<file path="config.mk">
export PLATFORM = sky130hd
export DESIGN_NAME = command_and_job_frame_builder
export DESIGN_NICKNAME = d
export VERILOG_FILES = /design/src/rtl/core/cjfb_pkg.sv /design/src/rtl/core/cjfb_front.sv /design/src/rtl/core/cjfb_queue.sv /design/src/rtl/core/cjfb_back.sv /design/src/rtl/core/command_and_job_frame_builder.sv
export SDC_FILE = /design/constraint.sdc
export NUM_CORES = 1
export LEC_CHECK = 0
export BUFFER_PORTS_ARGS = -buffer_cell sky130_fd_sc_hd__buf_2
export CAP_MARGIN = 5
export CORE_MARGIN = 4
export CORE_UTILIZATION = 60
export CTS_CLUSTER_SIZE = 25
export DETAILED_ROUTE_END_ITERATION = 12
export PLACE_DENSITY = 0.79
export SLEW_MARGIN = 20
export SYNTH_ARGS = -nofsm -noshare
export SYNTH_HDL_FRONTEND = slang
export SYNTH_SLANG_ARGS = --single-unit
</file>
<file path="constraint.sdc">
create_clock -name clk_i -period 5.9 [get_ports clk_i]
set_input_delay 1.18 -clock clk_i [delete_from_list [all_inputs] [get_ports clk_i]]
set_output_delay 1.18 -clock clk_i [all_outputs]
set_load 0.01 [all_outputs]
</file>
<file path="src/rtl/core/cjfb_pkg.sv">
package cjfb_pkg;

  localparam int unsigned CJFB_QUEUE_DEPTH = 4;

  localparam logic [4:0]  CRC5_SEED  = 5'h1F;
  localparam logic [4:0]  CRC5_POLY  = 5'h05;
  localparam logic [15:0] CRC16_SEED = 16'hFFFF;
  localparam logic [15:0] CRC16_POLY = 16'h1021;

  localparam logic [2:0] REG_PREAMBLE_FIRST  = 3'd0;
  localparam logic [2:0] REG_PREAMBLE_SECOND = 3'd1;
  localparam logic [2:0] REG_COMMAND_TYPE    = 3'd2;
  localparam logic [2:0] REG_JOB_TYPE        = 3'd3;
  localparam logic [2:0] REG_BROADCAST_GROUP = 3'd4;

  typedef struct packed {
    logic [7:0] preamble_first;
    logic [7:0] preamble_second;
    logic [7:0] command_type_bits;
    logic [7:0] job_type_bits;
    logic [7:0] broadcast_group_bits;
  } cfg_t;

  // one classified input beat waiting for the byte sequencer
  typedef struct packed {
    logic       kind;
    logic       start;
    logic       finish;
    logic       has_byte;
    logic [7:0] data;
    logic [7:0] hdr;
    logic [7:0] len;
    logic [7:0] addr;
  } job_entry_t;

  typedef enum logic [3:0] {
    SL_PRE1,
    SL_PRE2,
    SL_HDR,
    SL_LEN,
    SL_ADDR,
    SL_DATA,
    SL_CRC_HI,
    SL_CRC_LO,
    SL_CRC5,
    SL_DONE
  } slot_e;

  function automatic logic [4:0] crc5_byte(input logic [4:0] crc, input logic [7:0] b);
    logic [4:0] c;
    logic       fb;
    c = crc;
    for (int i = 7; i >= 0; i--) begin
      fb = c[4] ^ b[i];
      c  = {c[3:0], 1'b0};
      if (fb) c = c ^ CRC5_POLY;
    end
    return c;
  endfunction

  function automatic logic [15:0] crc16_byte(input logic [15:0] crc, input logic [7:0] b);
    logic [15:0] c;
    c = crc ^ {b, 8'h00};
    for (int i = 0; i < 8; i++) begin
      if (c[15]) c = {c[14:0], 1'b0} ^ CRC16_POLY;
      else       c = {c[14:0], 1'b0};
    end
    return c;
  endfunction

endpackage

</file>
<file path="src/rtl/core/cjfb_front.sv">
module cjfb_front
  import cjfb_pkg::*;
(
  input  logic       s_valid_i,
  output logic       s_ready_o,
  input  logic       frame_kind_i,
  input  logic       start_req_i,
  input  logic       finish_i,
  input  logic       has_byte_i,
  input  logic [7:0] data_byte_i,
  input  logic [7:0] command_code_i,
  input  logic [7:0] group_code_i,
  input  logic [7:0] register_address_i,
  input  logic [7:0] payload_length_i,
  input  cfg_t       cfg_i,
  input  logic       full_i,
  output logic       push_o,
  output job_entry_t entry_o
);

  logic useful;

  // a beat with no start, no byte and no finish yields nothing, drop it here
  assign useful    = start_req_i | finish_i | has_byte_i;
  assign s_ready_o = ~full_i;
  assign push_o    = s_valid_i & ~full_i & useful;

  always_comb begin
    entry_o.kind     = frame_kind_i;
    entry_o.start    = start_req_i;
    entry_o.finish   = finish_i;
    entry_o.has_byte = has_byte_i;
    entry_o.data     = data_byte_i;
    entry_o.addr     = register_address_i;
    entry_o.len      = payload_length_i + 8'd2;
    if (frame_kind_i) begin
      entry_o.hdr = cfg_i.job_type_bits | cfg_i.broadcast_group_bits;
    end else begin
      entry_o.hdr = cfg_i.command_type_bits | group_code_i | command_code_i;
    end
  end

endmodule

</file>
<file path="src/rtl/core/cjfb_queue.sv">
module cjfb_queue
  import cjfb_pkg::*;
#(
  parameter int unsigned DEPTH = CJFB_QUEUE_DEPTH
) (
  input  logic       clk_i,
  input  logic       rst_ni,
  input  logic       push_i,
  input  job_entry_t entry_i,
  input  logic       pop_i,
  output logic       full_o,
  output logic       empty_o,
  output job_entry_t head_o
);

  localparam int unsigned PtrW = (DEPTH > 1) ? $clog2(DEPTH) : 1;
  localparam int unsigned CntW = $clog2(DEPTH + 1);
  localparam logic [PtrW-1:0] LastPtr = PtrW'(DEPTH - 1);

  job_entry_t mem_q [DEPTH];
  logic [PtrW-1:0] wr_ptr_q, wr_ptr_d, rd_ptr_q, rd_ptr_d;
  logic [CntW-1:0] count_q, count_d;

  assign full_o  = (count_q == CntW'(DEPTH));
  assign empty_o = (count_q == '0);
  assign head_o  = mem_q[rd_ptr_q];

  always_comb begin
    wr_ptr_d = wr_ptr_q;
    rd_ptr_d = rd_ptr_q;
    count_d  = count_q;
    if (push_i) begin
      wr_ptr_d = (wr_ptr_q == LastPtr) ? '0 : wr_ptr_q + 1'b1;
    end
    if (pop_i) begin
      rd_ptr_d = (rd_ptr_q == LastPtr) ? '0 : rd_ptr_q + 1'b1;
    end
    if (push_i && !pop_i) count_d = count_q + 1'b1;
    else if (!push_i && pop_i) count_d = count_q - 1'b1;
  end

  always_ff @(posedge clk_i or negedge rst_ni) begin
    if (!rst_ni) begin
      wr_ptr_q <= '0;
      rd_ptr_q <= '0;
      count_q  <= '0;
    end else begin
      wr_ptr_q <= wr_ptr_d;
      rd_ptr_q <= rd_ptr_d;
      count_q  <= count_d;
    end
  end

  always_ff @(posedge clk_i) begin
    if (push_i) mem_q[wr_ptr_q] <= entry_i;
  end

  a_no_pop_empty: assert property (@(posedge clk_i) disable iff (!rst_ni)
    pop_i |-> !empty_o) else $error("queue popped while empty");
  a_no_push_full: assert property (@(posedge clk_i) disable iff (!rst_ni)
    push_i && !pop_i |-> !full_o) else $error("queue pushed while full");
  a_count_bound: assert property (@(posedge clk_i) disable iff (!rst_ni)
    count_q <= CntW'(DEPTH)) else $error("queue count beyond depth");

endmodule

</file>
<file path="src/rtl/core/cjfb_back.sv">
module cjfb_back
  import cjfb_pkg::*;
(
  input  logic       clk_i,
  input  logic       rst_ni,
  input  cfg_t       cfg_i,
  input  logic       head_valid_i,
  input  job_entry_t head_i,
  output logic       pop_o,
  output logic       m_valid_o,
  input  logic       m_ready_i,
  output logic [7:0] frame_byte_o,
  output logic       frame_end_o,
  output logic       run_end_o
);

  slot_e       slot_q, slot_d, cur_slot, next_slot, crc_first, after_addr;
  logic        mid_q, mid_d;
  logic        kind_q;
  logic [4:0]  crc5_q;
  logic [15:0] crc16_q;
  logic        fire;
  logic [7:0]  out_byte;
  logic        out_fend;
  logic        ov_q;
  logic [7:0]  byte_q;
  logic        fend_q, rend_q;

  assign fire = head_valid_i & (~ov_q | m_ready_i);

  always_comb begin
    crc_first  = kind_q ? SL_CRC_HI : SL_CRC5;
    after_addr = head_i.has_byte ? SL_DATA : (head_i.finish ? crc_first : SL_DONE);

    if (mid_q) begin
      cur_slot = slot_q;
    end else if (head_i.start) begin
      cur_slot = SL_PRE1;
    end else if (head_i.has_byte) begin
      cur_slot = SL_DATA;
    end else begin
      cur_slot = crc_first;
    end

    // kind_q already holds the new frame's kind once the first preamble is out
    case (cur_slot)
      SL_PRE1:   next_slot = SL_PRE2;
      SL_PRE2:   next_slot = SL_HDR;
      SL_HDR:    next_slot = SL_LEN;
      SL_LEN:    next_slot = kind_q ? after_addr : SL_ADDR;
      SL_ADDR:   next_slot = after_addr;
      SL_DATA:   next_slot = head_i.finish ? crc_first : SL_DONE;
      SL_CRC_HI: next_slot = SL_CRC_LO;
      default:   next_slot = SL_DONE;
    endcase

    case (cur_slot)
      SL_PRE1:   out_byte = cfg_i.preamble_first;
      SL_PRE2:   out_byte = cfg_i.preamble_second;
      SL_HDR:    out_byte = head_i.hdr;
      SL_LEN:    out_byte = head_i.len;
      SL_ADDR:   out_byte = head_i.addr;
      SL_DATA:   out_byte = head_i.data;
      SL_CRC_HI: out_byte = crc16_q[15:8];
      SL_CRC_LO: out_byte = crc16_q[7:0];
      SL_CRC5:   out_byte = {3'b000, crc5_q};
      default:   out_byte = 8'h00;
    endcase

    out_fend = (cur_slot == SL_CRC_LO) || (cur_slot == SL_CRC5);
    pop_o    = fire && (next_slot == SL_DONE);

    slot_d = slot_q;
    mid_d  = mid_q;
    if (fire) begin
      if (next_slot == SL_DONE) begin
        mid_d = 1'b0;
      end else begin
        mid_d  = 1'b1;
        slot_d = next_slot;
      end
    end
  end

  always_ff @(posedge clk_i or negedge rst_ni) begin
    if (!rst_ni) begin
      slot_q  <= SL_PRE1;
      mid_q   <= 1'b0;
      kind_q  <= 1'b0;
      crc5_q  <= CRC5_SEED;
      crc16_q <= CRC16_SEED;
      ov_q    <= 1'b0;
    end else begin
      slot_q <= slot_d;
      mid_q  <= mid_d;
      if (fire) begin
        ov_q <= 1'b1;
      end else if (m_ready_i) begin
        ov_q <= 1'b0;
      end
      if (fire) begin
        case (cur_slot)
          SL_PRE1: begin
            kind_q  <= head_i.kind;
            crc5_q  <= CRC5_SEED;
            crc16_q <= CRC16_SEED;
          end
          SL_HDR, SL_LEN, SL_ADDR, SL_DATA: begin
            if (kind_q) crc16_q <= crc16_byte(crc16_q, out_byte);
            else        crc5_q  <= crc5_byte(crc5_q, out_byte);
          end
          SL_CRC_LO, SL_CRC5: begin
            crc5_q  <= CRC5_SEED;
            crc16_q <= CRC16_SEED;
          end
          default: begin
          end
        endcase
      end
    end
  end

  always_ff @(posedge clk_i) begin
    if (fire) begin
      byte_q <= out_byte;
      fend_q <= out_fend;
      rend_q <= (next_slot == SL_DONE);
    end
  end

  assign m_valid_o    = ov_q;
  assign frame_byte_o = byte_q;
  assign frame_end_o  = fend_q;
  assign run_end_o    = rend_q;

  a_fend_closes_run: assert property (@(posedge clk_i) disable iff (!rst_ni)
    ov_q && fend_q |-> rend_q) else $error("frame end beat is not last of its run");
  a_mid_has_head: assert property (@(posedge clk_i) disable iff (!rst_ni)
    mid_q |-> head_valid_i) else $error("sequencer mid entry with empty queue");
  a_crc_hi_then_lo: assert property (@(posedge clk_i) disable iff (!rst_ni)
    fire && cur_slot == SL_CRC_HI |=> mid_q && slot_q == SL_CRC_LO)
    else $error("crc16 high byte not followed by low byte");

endmodule

</file>
<file path="src/rtl/core/command_and_job_frame_builder.sv">
// channel   dir  handshake                      payload
// s_axis    in   s_axis_tvalid_i/tready_o       tdata 40b, tuser 3b, tlast (finish)
// m_axis    out  m_axis_tvalid_o/tready_i       tdata 8b, tuser 1b, tlast (frame_end)
// apb       in   psel/penable/pwrite, pready=1  five 8-bit registers at 4*i
//
// one input beat per cycle is taken while the queue has room; the queue
// depth (QUEUE_DEPTH) decouples input from output
// each beat expands into 1 to 7 output bytes, sent one per cycle by the
// byte sequencer; a mid-frame data beat sustains one byte per cycle
// the crc is updated a whole byte per cycle in the sequencer
// reset clears queue, sequencer and crc state and loads register defaults
// a stalled output holds the sequencer; the queue keeps taking input
module command_and_job_frame_builder
  import cjfb_pkg::*;
#(
  parameter int unsigned QUEUE_DEPTH = CJFB_QUEUE_DEPTH
) (
  input  logic        clk_i,
  input  logic        rst_ni,
  input  logic        s_axis_tvalid_i,
  output logic        s_axis_tready_o,
  // data_byte, command_code, group_code, register_address, payload_length
  input  logic [39:0] s_axis_tdata_i,
  // frame_kind, start_req, has_byte
  input  logic [2:0]  s_axis_tuser_i,
  input  logic        s_axis_tlast_i,
  output logic        m_axis_tvalid_o,
  input  logic        m_axis_tready_i,
  // frame_byte
  output logic [7:0]  m_axis_tdata_o,
  // run_end
  output logic [0:0]  m_axis_tuser_o,
  output logic        m_axis_tlast_o,
  input  logic        psel,
  input  logic        penable,
  input  logic        pwrite,
  input  logic [4:0]  paddr,
  input  logic [31:0] pwdata,
  output logic [31:0] prdata,
  output logic        pready
);

  cfg_t       cfg_q;
  logic       full, empty, push, pop;
  job_entry_t entry, head;
  logic [2:0] reg_idx;
  logic       run_end;

  assign pready  = 1'b1;
  assign reg_idx = paddr[4:2];

  always_ff @(posedge clk_i or negedge rst_ni) begin
    if (!rst_ni) begin
      cfg_q.preamble_first       <= 8'h55;
      cfg_q.preamble_second      <= 8'hAA;
      cfg_q.command_type_bits    <= 8'h40;
      cfg_q.job_type_bits        <= 8'h20;
      cfg_q.broadcast_group_bits <= 8'h10;
    end else if (psel && penable && pwrite && pready) begin
      case (reg_idx)
        REG_PREAMBLE_FIRST:  cfg_q.preamble_first       <= pwdata[7:0];
        REG_PREAMBLE_SECOND: cfg_q.preamble_second      <= pwdata[7:0];
        REG_COMMAND_TYPE:    cfg_q.command_type_bits    <= pwdata[7:0];
        REG_JOB_TYPE:        cfg_q.job_type_bits        <= pwdata[7:0];
        REG_BROADCAST_GROUP: cfg_q.broadcast_group_bits <= pwdata[7:0];
        default: begin
        end
      endcase
    end
  end

  always_comb begin
    case (reg_idx)
      REG_PREAMBLE_FIRST:  prdata = {24'h0, cfg_q.preamble_first};
      REG_PREAMBLE_SECOND: prdata = {24'h0, cfg_q.preamble_second};
      REG_COMMAND_TYPE:    prdata = {24'h0, cfg_q.command_type_bits};
      REG_JOB_TYPE:        prdata = {24'h0, cfg_q.job_type_bits};
      REG_BROADCAST_GROUP: prdata = {24'h0, cfg_q.broadcast_group_bits};
      default:             prdata = 32'h0;
    endcase
  end

  cjfb_front u_front (
    .s_valid_i          (s_axis_tvalid_i),
    .s_ready_o          (s_axis_tready_o),
    .frame_kind_i       (s_axis_tuser_i[0]),
    .start_req_i        (s_axis_tuser_i[1]),
    .finish_i           (s_axis_tlast_i),
    .has_byte_i         (s_axis_tuser_i[2]),
    .data_byte_i        (s_axis_tdata_i[7:0]),
    .command_code_i     (s_axis_tdata_i[15:8]),
    .group_code_i       (s_axis_tdata_i[23:16]),
    .register_address_i (s_axis_tdata_i[31:24]),
    .payload_length_i   (s_axis_tdata_i[39:32]),
    .cfg_i              (cfg_q),
    .full_i             (full),
    .push_o             (push),
    .entry_o            (entry)
  );

  cjfb_queue #(
    .DEPTH (QUEUE_DEPTH)
  ) u_queue (
    .clk_i   (clk_i),
    .rst_ni  (rst_ni),
    .push_i  (push),
    .entry_i (entry),
    .pop_i   (pop),
    .full_o  (full),
    .empty_o (empty),
    .head_o  (head)
  );

  cjfb_back u_back (
    .clk_i        (clk_i),
    .rst_ni       (rst_ni),
    .cfg_i        (cfg_q),
    .head_valid_i (~empty),
    .head_i       (head),
    .pop_o        (pop),
    .m_valid_o    (m_axis_tvalid_o),
    .m_ready_i    (m_axis_tready_i),
    .frame_byte_o (m_axis_tdata_o),
    .frame_end_o  (m_axis_tlast_o),
    .run_end_o    (run_end)
  );

  assign m_axis_tuser_o = run_end;

endmodule
</file>
==> impl_metrics.json <==
{
  "status": "completed",
  "synth_edf_count": 154,
  "wl_met2_um": 11810,
  "dr.pass1.iters": 7,
  "clock_sinks": 229,
  "synth_seq_cells": 229,
  "nets": 902,
  "antenna_cells": 0,
  "fmax_mhz": 245.5,
  "ctsHoldBuffers": 0,
  "p_leak_nw": 4.590,
  "numPortBuffers": 81,
  "comb_power_share_pct": 42.2,
  "design.core.area_mm2": 0.01742,
  "dieHeight_um": 141.9,
  "cp_slowest_cell": "dfrtp_2",
  "antenna_left": 0,
  "drc": 0,
  "synth_cell_types": 72,
  "synth_flop_cell": "edfxtp_1",
  "cp_common_cell": "nand2_1",
  "regArea_mm2": 0.006543,
  "slew_viol_final": 0,
  "crit_required_ns": 6.35,
  "h-tree-depth": 1,
  "area_growth_pct": 12.23,
  "synth_top_area_share_pct": 42.97,
  "setup-violations-final": 0,
  "die_w_um": 141.9,
  "cts.root.buffer_cell": "clkbuf_16",
  "fin_ws_ns": 1.827,
  "end_kind": "flop",
  "finalHoldViolCount": 0,
  "grt_first_pass_wirelength_um": 37220,
  "clk_pin_slew_ns": 0.06,
  "synth_cells": 720,
  "clk_latency_ns": 0.53,
  "cts_setup_buffers": 0,
  "vias": 6502,
  "hold_path.class": "flop to flop",
  "fill_cells": 1207,
  "grt_usage_pct": 23.82,
  "dieArea_mm2": 0.02014,
  "start_kind": "flop",
  "switchingPower_mw": 2.469,
  "p_seq_share_pct": 35.7,
  "ios": 133,
  "cellPowerDensity_mw_per_mm2": 573.0,
  "fin_setup_tns_ns": 0,
  "switching_share_pct": 35.67,
  "maxCapViolations": 0,
  "tightest_slew_ns": 1.030,
  "cts_resized": 0,
  "routed.top_layer": "met4",
  "drt_iter0_markers": 526,
  "skew_ns": 0.01517,
  "synth_area_leader_cell": "edfxtp_1",
  "final_cell_mix": "154 x edfxtp_1, 81 x buf_2, 54 x mux2_2, 42 x nor2_1, 42 x dfrtp_1",
  "yosys-top-cells-area": "edfxtp_1 43%, dfrtp_1 10%, dfstp_2 7.8%",
  "slew-limit-headroom_pct": 31.14,
  "cp.arrival_ns": 4.52,
  "final_common_cell": "edfxtp_1",
  "path_delay_family": "compound AO/OA/AOI/OAI gates",
  "path_buf_inv": 1,
  "dp_slack_ns": 1.890,
  "grt_start_max_net_pins": 62,
  "post-dp-hpwl_um": 16540,
  "pwr-share-clk_pct": 22.1,
  "cts_buffers": 24,
  "synthesis.area_mm2": 0.01076,
  "period_needed_ns": 4.073,
  "gp_congestion": 1.011,
  "wl_met1_um": 9550,
  "async_flop_share_pct": 32.75,
  "internal-power_mw": 4.452,
  "crit_chain": "mux2i_1 > a22oi_4 > o21ai_1 > o2111ai_1 > nand2_1 > nand2_1 > nand2_1 > ha_1 > inv_1 > fa_1 > xor2_1 > nor2_1 > xor2_1",
  "critPathKind": "flop to flop",
  "cts_tree": "yes",
  "cp_max_fo": 19,
  "rows": 48,
  "grt-ovfl-total": 0,
  "fin_crit_sh_pct": 69.03,
  "met3_length_um": 1603,
  "drive_gt1_share_pct": 32.28,
  "synth.yosys.seq_area_share_pct": 60.78,
  "max_stage_delay_ns": 0.74,
  "initial_core_util_pct": 61.80,
  "multiInputGateArea_mm2": 0.003908,
  "ir_drop_mv": 0.5289,
  "wl_per_cell_um": 22.54,
  "wl_um": 23640,
  "grt_pass1_vias": 6742,
  "grt_antenna_before_repair": 0,
  "ys_warn_count": 0,
  "syn_area_per_cell_um2": 14.95,
  "cts_buffer_depth": 3,
  "rsz0062_at_grt": "no",
  "via_per_inst": 6.198
}
## power by group through the flow
stage	clock, mW	sequential (mW)	combinational [mW]
2_1_floorplan	0	2.38	2.33
5_1_grt	1.63	2.51	3.16
3_5_place_dp	0	2.50	2.89
4_1_cts	1.55	2.47	2.91
3_3_place_gp	0	2.47	2.82
6_report	1.53	2.47	2.92
## registers in the layout (all words and copies together), names as in the netlist, 2 cells and up
signal and flops:
u_back.slot_q 4, u_queue.rd_ptr_q 2, u_queue.wr_ptr_q 2, u_back.crc16_q 16, u_back.crc5_q 5, u_back.frame_byte_o 8, cfg_q 40, u_queue.mem_q 144
u_queue.count_q 3
## cell type report
type | instances | share of cell area [%]
sequential | 229 | 54.16
tap | 225 | 2.331
clock inverter | 17 | 1.647
timing repair buffer | 92 | 4.040
clock buffer | 27 | 5.065
inverter | 13 | 0.4040
multi-input combinational | 446 | 32.35
## synthesized netlist by cell type, drive strengths merged (4+ instances only)
library cell,n
edfxtp,154
mux2,55
dfrtp,43
nor2,42
buf,38
nand2,37
mux4,36
dfstp,32
a21oi,31
xnor2,26
a22oi,20
clkbuf,17
o21ai,16
nand3,15
inv,13
xor2,11
o22ai,10
nor4,9
o22a,9
and3,8
mux2i,8
ha,7
o211ai,6
and2,5
nor2b,5
nor3,5
a222oi,4
a22o,4
nand4,4
or2,4
xnor3,4
## stage by stage
| stage | hold slack (ns) | std cells | cell area [um^2] | power (mW) | util, % |
|---|---|---|---|---|---|
| after global placement | 0.4747 | 1005 | 11270 | 5.291 | 64.70 |
| after detailed placement | 0.4774 | 1005 | 11270 | 5.393 | 64.70 |
| final | 0.4921 | 1049 | 12080 | 6.921 | 69.35 |
| after CTS | 0.4934 | 1049 | 12080 | 6.939 | 69.35 |
| after floorplan | 0.4636 | 743 | 10850 | 4.707 | - |
| after global routing | 0.5394 | 1049 | 12080 | 7.299 | 69.35 |
## final timing paths
| kind | startpoint | end | slack (ns) | cells past startpoint |
|---|---|---|---|---|
| worst max-delay path | u_queue.rd_ptr_q[0] | u_queue.count_q[2] | 1.83 | 13 |
| worst min-delay path | u_back.m_valid_o | u_back.m_valid_o | 0.49 | 2 |
| worst max register to register | u_queue.rd_ptr_q[0] | u_queue.count_q[2] | 1.83 | 13 |
| worst min register to register | u_back.m_valid_o | u_back.m_valid_o | 0.49 | 2 |
| max in group asynchronous | rst_ni | cfg_q[35] | 4.23 | 2 |
| min in group asynchronous | rst_ni | u_queue.wr_ptr_q[1] | 0.55 | 1 |
## cell families (layout without fill, tap and decap cells)
family	count (synthesis)	in the layout	share of synthesized area [%]
compound gates	129	129	9.393
xor+xnor	42	42	4.139
fa+ha+maj	8	8	0.9997
buf+inv	68	149	3.720
flops	229	229	60.78
mux	99	99	14.28
other cells	2	25	0.06978
simple gates	143	143	6.626
## layer usage
layer | up-vias | track usage (%)
met5 | - | 0
met4 | 0 | 6.465
met3 | 48 | 3.259
met2 | 269 | 39.49
met1 | 3258 | 33.78
li1 | 2927 | -
## tightest hold or removal path, stage by stage (launching register included)
cell and delay [ns]:
dfrtp_1 0.36, nand2_1 0.05, nand2_1 0.05
No activity file was read; power rests on OpenSTA's default activity.
